## src/hdl/lpfp_pkg.sv

```systemverilog
`timescale 1ns / 1ps
// ----------------------------------------------------------------------------
// lpfp_pkg
// Shared types and constants of the length-prefixed frame parser.
// ----------------------------------------------------------------------------
package lpfp_pkg;

    // Frame markers
    localparam logic [7:0]  START_BYTE       = 8'h01;
    localparam logic [7:0]  END_BYTE         = 8'h04;
    localparam logic [2:0]  LEN_PREFIX_BYTES = 3'd4;
    localparam logic [31:0] INFO_PACKET_LEN  = 32'd13;
    localparam logic [31:0] COUNT_MAX        = 32'hFFFF_FFFF;

    // Configuration registers
    localparam int unsigned CFG_IDX_W  = 1;
    localparam int unsigned CFG_DATA_W = 16;
    localparam logic [CFG_IDX_W-1:0] CFG_MAX_PAYLOAD_LEN = 1'b0;
    localparam logic [CFG_IDX_W-1:0] CFG_COMMAND_CODE    = 1'b1;
    localparam logic [15:0] MAX_PAYLOAD_LEN_RESET = 16'd512;
    localparam logic [15:0] COMMAND_CODE_RESET    = 16'h0122;

    // Parser phase
    typedef enum logic [1:0] {
        PH_WAIT_START = 2'd0,
        PH_WAIT_LEN   = 2'd1,
        PH_WAIT_DATA  = 2'd2,
        PH_WAIT_EOT   = 2'd3
    } t_phase;

    // Status from the control unit
    typedef struct packed {
        logic        data_byte;   // next item is a payload byte
        logic        eot_byte;    // next item is the end byte
        logic [31:0] count;       // payload bytes received so far
    } t_ctrl_stat;

    // Fields decoded from the header store
    typedef struct packed {
        logic [15:0] command;
        logic        update_enable;
        logic [15:0] firmware_version;
        logic [31:0] image_total_size;
        logic [31:0] package_count;
    } t_hdr_fields;

endpackage

```

## src/hdl/lpfp_byte_if.sv

```systemverilog
`timescale 1ns / 1ps
// ----------------------------------------------------------------------------
// lpfp_byte_if
// Valid/ready channel carrying one stream byte per item.
// ----------------------------------------------------------------------------
interface lpfp_byte_if;
    logic       valid;
    logic       ready;
    logic [7:0] byte_in;

    modport source (output valid, output byte_in, input ready);
    modport sink   (input valid, input byte_in, output ready);
endinterface

```

## src/hdl/lpfp_result_if.sv

```systemverilog
`timescale 1ns / 1ps
// ----------------------------------------------------------------------------
// lpfp_result_if
// Valid/ready channel carrying one frame result per item.
// ----------------------------------------------------------------------------
interface lpfp_result_if;
    logic        valid;
    logic        ready;
    logic        eot_missing;
    logic        packet_accepted;
    logic        update_enable;
    logic [15:0] firmware_version;
    logic [31:0] image_total_size;
    logic [31:0] package_count;
    logic [31:0] payload_length;

    modport source (
        output valid, output eot_missing, output packet_accepted, output update_enable,
        output firmware_version, output image_total_size, output package_count,
        output payload_length, input ready
    );
    modport sink (
        input valid, input eot_missing, input packet_accepted, input update_enable,
        input firmware_version, input image_total_size, input package_count,
        input payload_length, output ready
    );
endinterface

```

## src/hdl/length_prefixed_frame_parser.sv

```systemverilog
`timescale 1ns / 1ps
// ----------------------------------------------------------------------------
// length_prefixed_frame_parser
// Parses start byte, 32-bit length prefix, payload and end byte; one result
// per frame reporting the end marker and the update information packet.
// ----------------------------------------------------------------------------
//  Channel   Dir  Item                 Handshake
//  i_byte    in   one stream byte      valid & ready
//  o_res     out  one frame result     valid & ready
//  i_cfg_*   in   register write       i_cfg_we
//
//  One byte per cycle sustained unless a held result stalls the input; a
//  result is registered once its end byte leaves the input register.
//  Synchronous active-low reset: idle phase, counters clear, max length 512,
//  command code 0x0122.
//  A held result stalls the input only when the held byte is in the
//  end-byte phase; all other bytes keep flowing.
// ----------------------------------------------------------------------------
module length_prefixed_frame_parser #(
    parameter int unsigned HEADER_STORE_BYTES = 13
) (
    input  logic                               i_clk,
    input  logic                               i_rst_n,
    input  logic                               i_cfg_we,
    input  logic [lpfp_pkg::CFG_IDX_W-1:0]     i_cfg_idx,
    input  logic [lpfp_pkg::CFG_DATA_W-1:0]    i_cfg_data,
    lpfp_byte_if.sink                          i_byte,
    lpfp_result_if.source                      o_res
);
    import lpfp_pkg::*;

    logic        r_in_valid;
    logic [7:0]  r_in_byte;
    logic [15:0] r_max_len;
    logic [15:0] r_cmd_code;

    logic        r_out_valid;
    logic        r_eot_missing;
    logic        r_accepted;
    logic        r_update_enable;
    logic [15:0] r_fw_version;
    logic [31:0] r_image_size;
    logic [31:0] r_pkg_count;
    logic [31:0] r_payload_len;

    t_ctrl_stat  w_stat;
    t_hdr_fields w_hdr;
    logic        w_step;
    logic        w_emit;
    logic        w_accept;

    // Configuration writes
    always_ff @(posedge i_clk) begin
        if (!i_rst_n) begin
            r_max_len  <= MAX_PAYLOAD_LEN_RESET;
            r_cmd_code <= COMMAND_CODE_RESET;
        end else if (i_cfg_we) begin
            case (i_cfg_idx)
                CFG_MAX_PAYLOAD_LEN: r_max_len  <= i_cfg_data;
                CFG_COMMAND_CODE:    r_cmd_code <= i_cfg_data;
                default: begin
                end
            endcase
        end
    end

    // Advance the held byte unless it produces a result with no room for it
    assign w_step = r_in_valid && (!w_stat.eot_byte || !r_out_valid || o_res.ready);
    assign w_emit = w_step && w_stat.eot_byte;
    assign i_byte.ready = !r_in_valid || w_step;

    // Input register
    always_ff @(posedge i_clk) begin
        if (!i_rst_n) begin
            r_in_valid <= 1'b0;
        end else if (i_byte.ready) begin
            r_in_valid <= i_byte.valid;
        end
    end

    always_ff @(posedge i_clk) begin
        if (i_byte.ready && i_byte.valid) begin
            r_in_byte <= i_byte.byte_in;
        end
    end

    lpfp_ctrl u_ctrl (
        .i_clk   (i_clk),
        .i_rst_n (i_rst_n),
        .i_step  (w_step),
        .i_byte  (r_in_byte),
        .o_stat  (w_stat)
    );

    lpfp_hdr_store #(
        .HEADER_STORE_BYTES (HEADER_STORE_BYTES)
    ) u_hdr_store (
        .i_clk    (i_clk),
        .i_we     (w_step && w_stat.data_byte),
        .i_count  (w_stat.count),
        .i_byte   (r_in_byte),
        .o_fields (w_hdr)
    );

    // Packet check: length window and command code
    assign w_accept = (w_stat.count >= INFO_PACKET_LEN)
                   && (w_stat.count <= {16'd0, r_max_len})
                   && (w_hdr.command == r_cmd_code);

    // Result register
    always_ff @(posedge i_clk) begin
        if (!i_rst_n) begin
            r_out_valid <= 1'b0;
        end else if (w_emit) begin
            r_out_valid <= 1'b1;
        end else if (o_res.ready) begin
            r_out_valid <= 1'b0;
        end
    end

    always_ff @(posedge i_clk) begin
        if (w_emit) begin
            r_eot_missing   <= (r_in_byte != END_BYTE);
            r_accepted      <= w_accept;
            r_update_enable <= w_accept && w_hdr.update_enable;
            r_fw_version    <= w_accept ? w_hdr.firmware_version : 16'd0;
            r_image_size    <= w_accept ? w_hdr.image_total_size : 32'd0;
            r_pkg_count     <= w_accept ? w_hdr.package_count : 32'd0;
            r_payload_len   <= w_stat.count;
        end
    end

    assign o_res.valid            = r_out_valid;
    assign o_res.eot_missing      = r_eot_missing;
    assign o_res.packet_accepted  = r_accepted;
    assign o_res.update_enable    = r_update_enable;
    assign o_res.firmware_version = r_fw_version;
    assign o_res.image_total_size = r_image_size;
    assign o_res.package_count    = r_pkg_count;
    assign o_res.payload_length   = r_payload_len;

`ifndef NO_ASSERTIONS
    // A held byte that cannot advance stays in the input register
    a_in_hold: assert property (@(posedge i_clk) disable iff (!i_rst_n)
        (r_in_valid && !w_step) |=> (r_in_valid && $stable(r_in_byte)))
        else $error("held input byte lost");

    // A result is never overwritten before it is taken
    a_no_overwrite: assert property (@(posedge i_clk) disable iff (!i_rst_n)
        (r_out_valid && !o_res.ready) |-> !w_emit)
        else $error("pending result overwritten");

    // An accepted packet always carries at least the information header
    a_accept_len: assert property (@(posedge i_clk) disable iff (!i_rst_n)
        (r_out_valid && r_accepted) |-> (r_payload_len >= INFO_PACKET_LEN))
        else $error("accepted packet shorter than header");
`endif

endmodule

```

## src/hdl/lpfp_ctrl.sv

```systemverilog
`timescale 1ns / 1ps
// ----------------------------------------------------------------------------
// lpfp_ctrl
// Frame phase sequencer: start byte, length prefix, payload count, end byte.
// ----------------------------------------------------------------------------
module lpfp_ctrl (
    input  logic                i_clk,
    input  logic                i_rst_n,
    input  logic                i_step,
    input  logic [7:0]          i_byte,
    output lpfp_pkg::t_ctrl_stat o_stat
);
    import lpfp_pkg::*;

    t_phase      r_phase, n_phase;
    logic [31:0] r_exp_len, n_exp_len;
    logic [2:0]  r_len_left, n_len_left;
    logic [31:0] r_count, n_count;
    logic [31:0] w_count_inc;
    logic [2:0]  w_len_dec;

    // Saturating payload count and prefix countdown
    assign w_count_inc = (r_count == COUNT_MAX) ? r_count : r_count + 32'd1;
    assign w_len_dec   = r_len_left - 3'd1;

    // Next phase
    always_comb begin
        n_phase = r_phase;
        if (i_step) begin
            case (r_phase)
                PH_WAIT_START: begin
                    if (i_byte == START_BYTE) n_phase = PH_WAIT_LEN;
                end
                PH_WAIT_LEN: begin
                    if (w_len_dec == 3'd0) n_phase = PH_WAIT_DATA;
                end
                PH_WAIT_DATA: begin
                    if (w_count_inc >= r_exp_len) n_phase = PH_WAIT_EOT;
                end
                PH_WAIT_EOT: begin
                    n_phase = PH_WAIT_START;
                end
                default: begin
                    n_phase = PH_WAIT_START;
                end
            endcase
        end
    end

    // Length and count registers
    always_comb begin
        n_exp_len  = r_exp_len;
        n_len_left = r_len_left;
        n_count    = r_count;
        if (i_step) begin
            case (r_phase)
                PH_WAIT_START: begin
                    if (i_byte == START_BYTE) begin
                        n_exp_len  = 32'd0;
                        n_len_left = LEN_PREFIX_BYTES;
                        n_count    = 32'd0;
                    end
                end
                PH_WAIT_LEN: begin
                    n_exp_len  = {r_exp_len[23:0], i_byte};
                    n_len_left = w_len_dec;
                end
                PH_WAIT_DATA: begin
                    n_count = w_count_inc;
                end
                default: begin
                end
            endcase
        end
    end

    // Status outputs
    always_comb begin
        o_stat.data_byte = (r_phase == PH_WAIT_DATA);
        o_stat.eot_byte  = (r_phase == PH_WAIT_EOT);
        o_stat.count     = r_count;
    end

    always_ff @(posedge i_clk) begin
        if (!i_rst_n) begin
            r_phase    <= PH_WAIT_START;
            r_exp_len  <= 32'd0;
            r_len_left <= 3'd0;
            r_count    <= 32'd0;
        end else begin
            r_phase    <= n_phase;
            r_exp_len  <= n_exp_len;
            r_len_left <= n_len_left;
            r_count    <= n_count;
        end
    end

`ifndef NO_ASSERTIONS
    // The prefix countdown runs only while the length is gathered
    a_len_left_phase: assert property (@(posedge i_clk) disable iff (!i_rst_n)
        (r_phase == PH_WAIT_LEN) |-> (r_len_left != 3'd0))
        else $error("length countdown empty in length phase");

    // A start byte in the idle phase opens a frame with a clear count
    a_start_opens: assert property (@(posedge i_clk) disable iff (!i_rst_n)
        (i_step && r_phase == PH_WAIT_START && i_byte == START_BYTE)
        |=> (r_phase == PH_WAIT_LEN && r_count == 32'd0))
        else $error("start byte did not open a frame");

    // The end-byte phase is only reached with at least one payload byte
    a_eot_count: assert property (@(posedge i_clk) disable iff (!i_rst_n)
        (r_phase == PH_WAIT_EOT) |-> (r_count != 32'd0))
        else $error("end phase with empty payload");
`endif

endmodule

```

## src/hdl/lpfp_hdr_store.sv

```systemverilog
`timescale 1ns / 1ps
// ----------------------------------------------------------------------------
// lpfp_hdr_store
// Holds the leading payload bytes and decodes the information packet fields.
// ----------------------------------------------------------------------------
module lpfp_hdr_store #(
    parameter int unsigned HEADER_STORE_BYTES = 13
) (
    input  logic                 i_clk,
    input  logic                 i_we,
    input  logic [31:0]          i_count,
    input  logic [7:0]           i_byte,
    output lpfp_pkg::t_hdr_fields o_fields
);
    import lpfp_pkg::*;

    localparam int unsigned IDX_W = $clog2(HEADER_STORE_BYTES);

    logic [7:0] r_store [HEADER_STORE_BYTES];

    // Keep payload bytes while the count is inside the store
    always_ff @(posedge i_clk) begin
        if (i_we && (i_count < 32'(HEADER_STORE_BYTES))) begin
            r_store[i_count[IDX_W-1:0]] <= i_byte;
        end
    end

    // Big-endian field decode
    always_comb begin
        o_fields.command          = {r_store[0], r_store[1]};
        o_fields.update_enable    = (r_store[2] != 8'd0);
        o_fields.firmware_version = {r_store[3], r_store[4]};
        o_fields.image_total_size = {r_store[5], r_store[6], r_store[7], r_store[8]};
        o_fields.package_count    = {r_store[9], r_store[10], r_store[11], r_store[12]};
    end

endmodule
```

## src/flat_wrapper.sv

```systemverilog
// flat-port wrapper written by rule: the top's interface ports become plain ports
module length_prefixed_frame_parser_flat import lpfp_pkg::*;
#(
    parameter int unsigned HEADER_STORE_BYTES = 13
)
  (i_clk, i_rst_n, i_cfg_we, i_cfg_idx, i_cfg_data, i_byte_valid, i_byte_byte_in, i_byte_ready, o_res_valid, o_res_eot_missing, o_res_packet_accepted, o_res_update_enable, o_res_firmware_version, o_res_image_total_size, o_res_package_count, o_res_payload_length, o_res_ready);
  lpfp_byte_if i_byte_i ();
  lpfp_result_if o_res_i ();
  input  logic i_clk;
  input  logic i_rst_n;
  input  logic i_cfg_we;
  input  logic [lpfp_pkg::CFG_IDX_W-1:0] i_cfg_idx;
  input  logic [lpfp_pkg::CFG_DATA_W-1:0] i_cfg_data;
  input wire logic [$bits(i_byte_i.valid)-1:0] i_byte_valid;
  input wire logic [$bits(i_byte_i.byte_in)-1:0] i_byte_byte_in;
  output wire logic [$bits(i_byte_i.ready)-1:0] i_byte_ready;
  output wire logic [$bits(o_res_i.valid)-1:0] o_res_valid;
  output wire logic [$bits(o_res_i.eot_missing)-1:0] o_res_eot_missing;
  output wire logic [$bits(o_res_i.packet_accepted)-1:0] o_res_packet_accepted;
  output wire logic [$bits(o_res_i.update_enable)-1:0] o_res_update_enable;
  output wire logic [$bits(o_res_i.firmware_version)-1:0] o_res_firmware_version;
  output wire logic [$bits(o_res_i.image_total_size)-1:0] o_res_image_total_size;
  output wire logic [$bits(o_res_i.package_count)-1:0] o_res_package_count;
  output wire logic [$bits(o_res_i.payload_length)-1:0] o_res_payload_length;
  input wire logic [$bits(o_res_i.ready)-1:0] o_res_ready;
  assign i_byte_i.valid = i_byte_valid;
  assign i_byte_i.byte_in = i_byte_byte_in;
  assign i_byte_ready = i_byte_i.ready;
  assign o_res_valid = o_res_i.valid;
  assign o_res_eot_missing = o_res_i.eot_missing;
  assign o_res_packet_accepted = o_res_i.packet_accepted;
  assign o_res_update_enable = o_res_i.update_enable;
  assign o_res_firmware_version = o_res_i.firmware_version;
  assign o_res_image_total_size = o_res_i.image_total_size;
  assign o_res_package_count = o_res_i.package_count;
  assign o_res_payload_length = o_res_i.payload_length;
  assign o_res_i.ready = o_res_ready;
  length_prefixed_frame_parser #(.HEADER_STORE_BYTES(HEADER_STORE_BYTES)) u_core (.i_clk(i_clk), .i_rst_n(i_rst_n), .i_cfg_we(i_cfg_we), .i_cfg_idx(i_cfg_idx), .i_cfg_data(i_cfg_data), .i_byte(i_byte_i), .o_res(o_res_i));
endmodule
```

## config.mk

```make
export PLATFORM = sky130hd
export DESIGN_NAME = length_prefixed_frame_parser_flat
export DESIGN_NICKNAME = d
export VERILOG_FILES = /design/src/hdl/lpfp_pkg.sv /design/src/hdl/lpfp_byte_if.sv /design/src/hdl/lpfp_result_if.sv /design/src/hdl/length_prefixed_frame_parser.sv /design/src/hdl/lpfp_ctrl.sv /design/src/hdl/lpfp_hdr_store.sv /design/src/flat_wrapper.sv
export SDC_FILE = /design/constraint.sdc
export NUM_CORES = 1
export LEC_CHECK = 0
export BUFFER_PORTS_ARGS = -buffer_cell sky130_fd_sc_hd__buf_4
export CAP_MARGIN = 30
export CORE_ASPECT_RATIO = 1.75
export CORE_MARGIN = 2
export CORE_UTILIZATION = 24
export DETAILED_ROUTE_END_ITERATION = 8
export GPL_ROUTABILITY_DRIVEN = 0
export PLACE_DENSITY = 0.36
export RECOVER_POWER = 100
export SLEW_MARGIN = 0
export SYNTH_ARGS = -nofsm -noshare
export SYNTH_HDL_FRONTEND = slang
export SYNTH_HIERARCHICAL = 1
export SYNTH_SLANG_ARGS = --single-unit
```

## constraint.sdc

```tcl
create_clock -name i_clk -period 4.95 [get_ports i_clk]
set_clock_uncertainty 0.2 [all_clocks]
set_input_delay 0.495 -clock i_clk [delete_from_list [all_inputs] [get_ports i_clk]]
set_output_delay 0.495 -clock i_clk [all_outputs]
set_load 0.05 [all_outputs]
```

==> impl_metrics.tcl, run 1 <==
set metrics [dict create \
    status "finished with violations" \
    failed_checks "capacitance limit, slew limit" \
    hold_path_depth 3 \
    rows 120 \
    crit_chain "clkbuf_1 > and3_1 > and4_1 > nand4_1 > buf_4 > nand2_1 > nor2_1 > xor2_1 > ha_1 > nand2_1 > o21ai_0 > a221oi_1 > a211oi_1 > o211ai_1 > o41ai_1" \
    crit_required_ns 5.14 \
    crit_type "reg2reg" \
    syn-num-nets 1253 \
    worst-path-max-fanout 18 \
    slowest_delay_ns 0.67 \
    vias 9887 \
    drive_gt1_share_pct 7.72 \
    cts_buffers 35 \
    synth.mux.area_fraction_pct 0.144 \
    reg2regPathDepth 15 \
    via_per_inst 4.56 \
    path_buf_inv 2 \
    htree_levels 2 \
    area_growth_pct 15.8 \
    drc 0 \
    wl_per_cell_um 21.0 \
    fp.dieW_um 192 \
    dpl-instance-area_um2 17000 \
    synth_edf_count 227 \
    grt_pass1_wl_um 66000 \
    synth_xor_area_share_pct 2.78 \
    synth_compound_area_share_pct 7.72 \
    die_height_um 333 \
    min_period_over_period_pct 88.4 \
    whs_endpoint "u_core/r_max_len[9]$_SDFFE_PN1P_" \
    slew_headroom_pct -91.0 \
    yosys_most_used_dff "edfxtp_1" \
    vdd_drop_max_v 0.000189 \
    worst_setup_path_end_kind "flip-flop" \
    stdcell_area_um2 17100 \
    whs_ns 0.0355 \
    ys_seq_elements 330 \
    seq_area_frac_synth_pct 60.0 \
    root_buffer "clkbuf_16" \
    timing.rr.start "u_core/u_ctrl/r_count[15]$_SDFFE_PN0P_" \
    use_met3_pct 1.57 \
    cts_buffer_depth 3 \
    grt_use_met2_pct 27.6 \
    grt_start_max_net_pins 65 \
    met1_usage_pct 14.9 \
    io_buffers 146 \
    hold_viol 0 \
    overflow 0 \
    synthDistinctLibCells 62 \
    grt_use_total_pct 14.0 \
    grt_setup_unrepaired "no" \
    wl_um 45500 \
    yosysWarnings 6 \
    async_flop_share_pct 0 \
    yosys.area_share.simple_pct 20.6 \
    clk_pin_slew_ns 0.06 \
    fmax_mhz 229 \
    syn-cell-area_um2 14800 \
    drtAntennaViolNets 0 \
    crit_slowest_cell "clkbuf_1" \
    grt-busiest-layer "met2" \
    crit_arrival_ns 4.56 \
    r2r_setup_slack_ns 0.58 \
    tightestPinTransition_ns 2.87 \
    cap_violations 2 \
    postCtsSetupBuffers 0 \
    r2r-end "u_core/u_ctrl/r_phase[1]$_SDFFE_PN0P_" \
    hp-class "in2reg" \
    min_period_ns 4.37 \
    leakage_nw 5.74 \
    io_pins 147 \
    num_antenna_cells 0 \
    dp_hpwl_um 31600 \
    postSynthCellCount 1168 \
    crit_top_cell "nand2_1" \
    slew_violations 62 \
    avgSynthCellArea_um2 12.7 \
    die-area_um2 63800 \
    insertion_delay_ns 0.53 \
    antenna_found_initial 1 \
    dr.first_iter.drc_count 548 \
    cts_sinks 330 \
    finalWorstSetupSlack_ns 0.576 \
    nets 1432 \
    cts_resized 0 \
    cts_hold_buf 10 \
    power_density_nw_per_um2 341 \
    setup_tns_ns 0 \
    first_pass_iters 5 \
    pre_cts_slack_ns 0.847 \
    crit_family "compound AO/OA/AOI/OAI gates" \
    cts_tree "done" \
    synth_top_family_by_area "simple AND/OR/NAND/NOR gates" \
    core_area_um2 61100 \
    grt_pass1_vias 10100 \
    synthAdderAreaFrac_pct 4.65 \
    min_from "i_cfg_data[9]" \
    startpoint_type "flip-flop" \
    start_util_pct 24.2 \
    setup_viol 0 \
]
-- final cells by class --
| type | instances | area, um2 |
|---|---|---|
| Fill cell | 6369 | 44000 |
| Sequential cell | 330 | 8880 |
| Multi-Input combinational cell | 705 | 4800 |
| Timing Repair Buffer | 210 | 1080 |
| Tap cell | 793 | 992 |
| Clock buffer | 49 | 950 |
| Inverter | 65 | 244 |
| Clock inverter | 14 | 205 |
-- cell usage after synthesis, types with 2 or more instances --
cell type / n / area, um2
a21oi_1: 30 / 150
o21ai_0: 19 / 95.1
a31oi_1: 10 / 62.6
or4_1: 9 / 67.6
buf_2: 9 / 45.0
xor2_1: 28 / 245
nor2b_1: 9 / 56.3
and2_1: 6 / 37.5
a211oi_1: 4 / 30.0
or4b_2: 2 / 20.0
nor4b_2: 79 / 1190
a22o_1: 4 / 35.0
nor4_1: 21 / 131
nor4b_1: 3 / 26.3
o211ai_1: 13 / 97.6
a221o_1: 2 / 20.0
o22ai_1: 4 / 25.0
nand3_1: 38 / 190
a21boi_0: 31 / 233
nand4_1: 23 / 144
edfxtp_1: 227 / 6820
nand2_1: 120 / 450
nor3_1: 11 / 55.1
o21a_1: 2 / 15.0
xnor2_1: 19 / 166
a221oi_1: 2 / 17.5
nor2_1: 62 / 233
inv_1: 64 / 240
nor4_2: 13 / 163
or3_1: 5 / 31.3
clkbuf_1: 44 / 165
a22oi_1: 33 / 248
ha_1: 55 / 688
buf_6: 13 / 146
and4_1: 6 / 52.6
dfxtp_1: 103 / 2060
o31ai_1: 4 / 30.0
a21o_1: 2 / 15.0
and3_1: 11 / 68.8
nand2b_1: 6 / 37.5
-- state kept, by name, indices dropped and copies added (netlist names) --
register	flops
u_core/u_hdr_store/r_store	104
u_core/o_res.image_total_size	32
u_core/o_res.package_count	32
u_core/o_res.payload_length	32
u_core/u_ctrl/r_count	32
u_core/u_ctrl/r_exp_len	32
u_core/o_res.firmware_version	16
u_core/r_cmd_code	16
u_core/r_max_len	16
u_core/r_in_byte	8
u_core/u_ctrl/r_len_left	3
u_core/u_ctrl/r_phase	2
u_core/o_res.eot_missing	1
u_core/o_res.packet_accepted	1
u_core/o_res.update_enable	1
u_core/o_res.valid	1
u_core/r_in_valid	1
-- per-layer routing --
metal  part of all wire (%)  wire [um]
met5                  0.029         13
met2                     55      25100
met3                    3.4       1550
met1                     38      17500
met4                    2.9       1320
-- worst reg2reg max path, stage by stage, from the launching register on --
cell	delay, ns
dfxtp_1	0.30
clkbuf_1	0.67
and3_1	0.32
and4_1	0.29
nand4_1	0.11
buf_4	0.23
nand2_1	0.29
nor2_1	0.10
xor2_1	0.15
ha_1	0.31
nand2_1	0.06
o21ai_0	0.09
a221oi_1	0.60
a211oi_1	0.22
o211ai_1	0.21
o41ai_1	0.09
-- worst max-delay path by stage --
| stage | from | to | slack, ns | cells past startpoint |
|---|---|---|---|---|
| after floorplan | u_core/o_res.valid$_SDFFE_PN0P_ | u_core/o_res.eot_missing$_DFFE_PP_ | 0.76 | 3 |
| after global placement | u_core/u_ctrl/r_count[16]$_SDFFE_PN0P_ | u_core/u_ctrl/r_phase[1]$_SDFFE_PN0P_ | 0.86 | 14 |
| after detailed placement | u_core/u_ctrl/r_count[16]$_SDFFE_PN0P_ | u_core/u_ctrl/r_phase[1]$_SDFFE_PN0P_ | 0.85 | 14 |
| after CTS | u_core/u_ctrl/r_count[6]$_SDFFE_PN0P_ | u_core/u_ctrl/r_phase[1]$_SDFFE_PN0P_ | 0.83 | 12 |
| after global routing | u_core/u_ctrl/r_count[15]$_SDFFE_PN0P_ | u_core/u_ctrl/r_phase[1]$_SDFFE_PN0P_ | 0.29 | 15 |
| final | u_core/u_ctrl/r_count[15]$_SDFFE_PN0P_ | u_core/u_ctrl/r_phase[1]$_SDFFE_PN0P_ | 0.58 | 15 |
-- stage by stage --
step / instances / util [%] / total power [mW]
2_1_floorplan: 1168 / - / 3.10
3_3_place_gp: 2091 / 27.8 / 3.19
3_5_place_dp: 2093 / 27.9 / 3.20
4_1_cts: 2166 / 30.0 / 5.97
5_1_grt: 2166 / 28.1 / 6.04
6_report: 2166 / 28.1 / 5.84
-- power by group --
part           internal (mW)  total (mW)  switching, mW
clock                   1.61        2.71           1.11
sequential              2.95        2.96         0.0105
combinational         0.0475       0.162          0.114
-- kinds of logic after synthesis --
group / Yosys count
mux: 2
fa+ha+maj: 55
buf+inv: 133
simple gates: 433
flops: 330
compound gates: 168
xor+xnor: 47
-- cell usage in the layout, fill, tap and decap left out, drive strengths merged, types with 11 or more instances in the layout --
master  instances
nor2           63
nand2         120
and3           12
nand3          38
clkbuf        219
o21ai          20
buf            30
xor2           28
dfxtp         103
nor3           11
a21oi          30
a21boi         31
nand4          24
a22oi          33
o211ai         13
edfxtp        227
xnor2          19
nor4b          83
nor4           34
ha             55
inv            66
No activity file was read; power rests on OpenSTA's default activity.
==> run 2: changes to the inputs <==
--- a/config.mk
+++ b/config.mk
@@ -9,10 +9,10 @@
 export CAP_MARGIN = 30
 export CORE_ASPECT_RATIO = 1.75
 export CORE_MARGIN = 2
-export CORE_UTILIZATION = 24
+export CORE_UTILIZATION = 59
 export DETAILED_ROUTE_END_ITERATION = 8
 export GPL_ROUTABILITY_DRIVEN = 0
-export PLACE_DENSITY = 0.36
+export PLACE_DENSITY = 0.77
 export RECOVER_POWER = 100
 export SLEW_MARGIN = 0
 export SYNTH_ARGS = -nofsm -noshare
==> impl_metrics.tcl, run 2 (same netlist as run 1, synthesis figures left out) <==
set metrics [dict create \
    fmax_mhz 222 \
    tightestPinTransition_ns 2.07 \
    finalWorstSetupSlack_ns 0.455 \
    crit_arrival_ns 4.75 \
    worst-path-max-fanout 16 \
    die-area_um2 26400 \
    dp_cells 1596 \
    overflow 0 \
    wl_per_cell_um 21.1 \
    final_cell_mix "227 x edfxtp_1, 156 x clkbuf_1, 119 x nand2_1" \
    htree_levels 1 \
    io_pins 147 \
    vias 10100 \
    wl_um 35000 \
    crit_type "reg2reg" \
    timing.rr.start "u_core/u_ctrl/r_count[3]$_SDFFE_PN0P_" \
    area_growth_pct 9.26 \
    p_clk_share_pct 41.9 \
    drtAntennaViolNets 0 \
    dr.first_iter.drc_count 892 \
    mostFrequentLayoutCell "edfxtp_1" \
    grt_setup_unrepaired "no" \
    m1WireLength_um 13100 \
    min_from "i_cfg_data[1]" \
    grt_start_max_net_pins 61 \
    nets 1410 \
    p_int_mw 4.27 \
    min_period_ns 4.49 \
    hold_viol 0 \
    route.met2.wl_um 18300 \
    instances_no_fill 1659 \
    via_per_inst 6.06 \
    cts_buffer_depth 3 \
    startpoint "u_core/u_ctrl/r_count[3]$_SDFFE_PN0P_" \
    grt_pass1_wl_um 53200 \
    num_antenna_cells 0 \
    whs_ns 0.0208 \
    switching_share_pct 20.1 \
    startpoint_type "flip-flop" \
    slew_headroom_pct -37.8 \
    cts_sinks 330 \
    hp-class "in2reg" \
    cap_violations 8 \
    cts_buffers 28 \
    largest_reg_flops 104 \
    drive_gt1_share_pct 7.13 \
    met3_length_um 1780 \
    r2r_setup_slack_ns 0.46 \
    setup_viol 0 \
    clk_pin_slew_ns 0.07 \
    grt_pass1_vias 9709 \
    worst_setup_path_end_kind "flip-flop" \
    seq_power_share_pct 55.4 \
    io_buffers 146 \
    pre_cts_slack_ns 0.771 \
    status "finished with violations" \
    first_pass_iters 5 \
    power_density_nw_per_um2 330 \
    failed_checks "capacitance limit, slew limit" \
    cts_resized 0 \
    leakage_nw 5.56 \
    switchingPower_mw 1.07 \
    min_period_over_period_pct 90.8 \
    cts_tree "done" \
    die_height_um 214 \
    start_util_pct 60.1 \
    drc 0 \
    rows 76 \
    core_area_um2 24600 \
    grt_use_total_pct 26.4 \
    antenna_found_initial 0 \
    insertion_delay_ns 0.55 \
    p_comb_share_pct 2.7 \
    crit_required_ns 5.20 \
    root_buffer "clkbuf_16" \
    slew_violations 102 \
    setup_tns_ns 0 \
    vdd_drop_max_v 0.000279 \
    dp_hpwl_um 23600 \
    fp.dieW_um 124 \
    highest_layer "met4" \
]
==> run 2: cell count changes in the layout (fill, tap and decap cells not counted), moves of 2 or more <==
cell / before / now
buf_12: 5 / 0
buf_4: 24 / 27
bufinv_16: 5 / 2
clkbuf_1: 172 / 156
clkbuf_16: 36 / 30
clkbuf_8: 0 / 4
clkinv_1: 4 / 2
==> run 2: worst paths after layout <==
path / endpoint / cells past startpoint
worst max-delay path: u_core/u_ctrl/r_phase[1]$_SDFFE_PN0P_ / 12
worst min-delay path: u_core/r_cmd_code[1]$_SDFFE_PN1P_ / 3
worst max register to register: u_core/u_ctrl/r_phase[1]$_SDFFE_PN0P_ / 12
worst min register to register: u_core/r_max_len[5]$_SDFFE_PN0P_ / 2
==> run 2: critical path, stage by stage, from the launching register on <==
cell and delay [ns]:
dfxtp_1 0.68, and4_1 0.38, and3_1 0.33, nand3b_1 0.27, or4_1 0.66, nor2_1 0.23
xor2_1 0.09, ha_1 0.31, nand4_1 0.14, or4_1 0.54, a211oi_1 0.36, o211ai_1 0.13
o41ai_1 0.09
==> run 2: area by class of cell <==
cell class / instances / area, um2
Clock buffer: 44 / 843
Clock inverter: 8 / 93.8
Fill cell: 2029 / 8450
Inverter: 65 / 244
Multi-Input combinational cell: 705 / 4790
Sequential cell: 330 / 8880
Tap cell: 312 / 390
Timing Repair Buffer: 195 / 940
==> run 2: per-stage QoR <==
stage | total power, mW | area (um2) | utilization [%]
6_report | 5.35 | 16200 | 65.7
5_1_grt | 5.50 | 16200 | 65.7
4_1_cts | 5.38 | 17300 | 70.3
3_5_place_dp | 3.17 | 16300 | 66.0
3_3_place_gp | 3.17 | 16200 | 65.8
2_1_floorplan | 3.10 | 14800 | -
==> run 2: power by group through the flow <==
stage | Sequential, mW | Combinational, mW | Clock [mW]
global placement | 3.02 | 0.146 | 0
finish | 2.96 | 0.146 | 2.24
CTS | 2.96 | 0.159 | 2.26
detailed placement | 3.02 | 0.151 | 0
floorplan | 3.03 | 0.0712 | 0
global route | 2.96 | 0.159 | 2.38
==> run 2: per-layer routing <==
layer  up-vias  global-route usage (%)
li1       4683                       -
met1      4863                    30.7
met2       396                    47.5
met3       118                    2.63
met4         0                    13.8
met5         -                       0
==> run 2: what timing repair did <==
item,4_1_cts,5_1_grt
hold endpoints to repair,11,0
hold buffers,11,0
setup buffers,0,0
==> run 3: changes to the inputs <==
--- a/config.mk
+++ b/config.mk
@@ -17,5 +17,4 @@
 export SLEW_MARGIN = 0
 export SYNTH_ARGS = -nofsm -noshare
 export SYNTH_HDL_FRONTEND = slang
-export SYNTH_HIERARCHICAL = 1
 export SYNTH_SLANG_ARGS = --single-unit
==> impl_metrics.tcl, run 3 <==
set metrics [dict create \
    yosys-top-cells-area "edfxtp_1 48%, dfxtp_1 14%, ha_1 5.2%" \
    grt_setup_unrepaired "no" \
    p_int_mw 4.35 \
    synth_common_cells "227 x edfxtp_1, 149 x inv_1, 105 x nand2_1" \
    synth_largest_area_cell "edfxtp_1" \
    crit_required_ns 5.02 \
    cts_buffers 28 \
    leakage_nw 6.03 \
    fmax_mhz 223 \
    synthDistinctLibCells 66 \
    r2r-end "u_core.u_ctrl.r_phase[0]$_SDFFE_PN0P_" \
    power_mw 5.46 \
    drtAntennaViolNets 0 \
    cap_violations 2 \
    crit_type "reg2reg" \
    min_period_ns 4.48 \
    grt_pass1_vias 9711 \
    yosysMostFrequentCell "edfxtp_1" \
    r2r_setup_slack_ns 0.47 \
    async_flop_share_pct 0 \
    first_pass_iters 6 \
    slew_violations 186 \
    mostFrequentLayoutCell "edfxtp_1" \
    num_antenna_cells 0 \
    wl_per_cell_um 19.4 \
    die_height_um 210 \
    multi_input_area_um2 4530 \
    worst-path-max-fanout 16 \
    clk_pin_slew_ns 0.07 \
    cts_resized 0 \
    nets 1474 \
    core_area_um2 23800 \
    insertion_delay_ns 0.56 \
    rows 75 \
    final_cell_mix "227 x edfxtp_1, 149 x inv_1, 138 x clkbuf_1" \
    worst_setup_path_end_kind "flip-flop" \
    grt_start_max_net_pins 116 \
    root_buffer "clkbuf_16" \
    setup_tns_ns 0 \
    grt_use_total_pct 25.9 \
    overflow 0 \
    ys_seq_elements 330 \
    tightestPinTransition_ns 3.08 \
    syn-cell-area_um2 14300 \
    startpoint "u_core.u_ctrl.r_count[2]$_SDFFE_PN0P_" \
    vias 10100 \
    seq_power_share_pct 54.7 \
    yosysWarnings 0 \
    power_density_nw_per_um2 334 \
    cts_tree "done" \
    dp_hpwl_um 22700 \
    startpoint_type "flip-flop" \
    yosys_most_used_dff "edfxtp_1" \
    via_per_inst 5.87 \
    timing.rr.start "u_core.u_ctrl.r_count[2]$_SDFFE_PN0P_" \
    die-area_um2 25500 \
    setup_viol 0 \
    switching_share_pct 20.5 \
    postSynthCellCount 1240 \
    crit_arrival_ns 4.55 \
    hold_path_depth 3 \
    io_pins 147 \
    drc 0 \
    vdd_drop_max_v 0.000272 \
    min_period_over_period_pct 90.4 \
    antenna_found_initial 0 \
    seq_area_frac_synth_pct 62.2 \
    cts_buffer_depth 3 \
    status "finished with violations" \
    drive_gt1_share_pct 6.47 \
    p_clk_share_pct 42.9 \
    switchingPower_mw 1.12 \
    synth_edf_count 227 \
    area_growth_pct 14.5 \
    htree_levels 1 \
    hold_viol 0 \
    wl_um 33200 \
    syn-num-nets 1329 \
    fill_cells 1810 \
    grt_pass1_wl_um 50900 \
    cts_sinks 330 \
    failed_checks "capacitance limit, slew limit" \
    largest_reg_flops 104 \
    dr.first_iter.drc_count 870 \
    hp-class "in2reg" \
    min_from "i_cfg_data[2]" \
    start_util_pct 59.9 \
    register_area_um2 8880 \
    p_comb_share_pct 2.4 \
    whs_endpoint "u_core.r_max_len[2]$_SDFFE_PN0P_" \
    synth.top_cell.area_share_pct 47.7 \
    reg2regPathDepth 13 \
    fp.dieW_um 122 \
    avgSynthCellArea_um2 11.5 \
    io_buffers 146 \
    slew_headroom_pct -105 \
]
## run 3: cell types whose count changed in the layout (fill, tap and decap cells not counted), moves of 10 or more
cell / change
o211ai_1: -10
a21oi_1: +32
clkbuf_1: -18
nor4b_1: -76
nor4_1: -12
a21boi_0: -29
xnor2_1: +10
a211oi_1: +81
nand2_1: -14
inv_1: +85
dlygate4sd3_1: +11
## run 3: timing repair
action / in CTS / in global routing
hold buffers: 22 / 0
endpoints found under the hold margin: 29 / 0
buffers inserted: 0 / 0
## run 3: logic make-up (layout without fill, tap and decap cells)
| group | count (synthesis) | in the layout | synth area share [%] |
|---|---|---|---|
| compound gates | 269 | 269 | 12.8 |
| xor+xnor | 48 | 48 | 2.94 |
| fa+ha+maj | 59 | 59 | 5.17 |
| buf+inv | 227 | 394 | 6.21 |
| flops | 330 | 330 | 62.2 |
| mux | 2 | 2 | 0.140 |
| simple gates | 305 | 305 | 10.6 |
## run 3: cell type report
cell class                      instances  area share (%)
Inverter                              150            3.44
Clock inverter                         23            1.70
Sequential cell                       330            54.3
Tap cell                              308            2.36
Timing Repair Buffer                  192            6.08
Multi-Input combinational cell        683            27.7
Clock buffer                           29            4.44
## run 3: per-stage QoR
step	hold WS (ns)	setup WS [ns]	util (%)	area, um2	instances
floorplan	0.203	0.439	-	14300	1240
global placement	0.245	0.728	65.6	15600	1636
detailed placement	0.251	0.617	65.8	15700	1641
CTS	0.00795	0.584	70.9	16900	1715
finish	0.0255	0.473	68.6	16400	1715
global route	0.0209	0.106	68.6	16400	1715
## run 3: per-layer routing
layer | track usage [%] | wire (um) | vias to the layer above
li1 | - | - | 4754
met1 | 28.1 | 11500 | 4745
met2 | 47.2 | 17400 | 432
met3 | 2.45 | 1790 | 129
met4 | 16.9 | 2430 | 0
met5 | 0 | 0 | -
## run 3: how the worst max path moves through the flow
stage	slack, ns	to	cells past startpoint
after global routing	0.11	u_core.u_ctrl.r_phase[0]$_SDFFE_PN0P_	12
final	0.47	u_core.u_ctrl.r_phase[0]$_SDFFE_PN0P_	13
after detailed placement	0.62	u_core.u_ctrl.r_phase[0]$_SDFFE_PN0P_	12
after floorplan	0.44	u_core.o_res.eot_missing$_DFFE_PP_	3
after global placement	0.73	u_core.u_ctrl.r_phase[0]$_SDFFE_PN0P_	12
after CTS	0.58	u_core.u_ctrl.r_phase[0]$_SDFFE_PN0P_	12
## run 3: power by group through the flow
| stage | clock [mW] | combinational, mW | sequential [mW] |
|---|---|---|---|
| after floorplan | 0 | 0.0686 | 3.03 |
| after global placement | 0 | 0.113 | 3.05 |
| after detailed placement | 0 | 0.116 | 3.05 |
| after CTS | 2.37 | 0.132 | 2.99 |
| after global routing | 2.47 | 0.142 | 2.99 |
| final | 2.35 | 0.130 | 2.99 |
## run 3: worst max-delay path: stages (launching register included)
cell and delay (ns):
dfxtp_1 0.64, and4_1 0.45, nand3_4 0.13, or4_1 0.59, a211o_1 0.41, nor2_1 0.23
xor2_1 0.27, ha_1 0.30, a21oi_1 0.15, o21ai_0 0.10, a22oi_1 0.20, nand4_1 0.12
a2bb2oi_1 0.27, a221oi_1 0.13
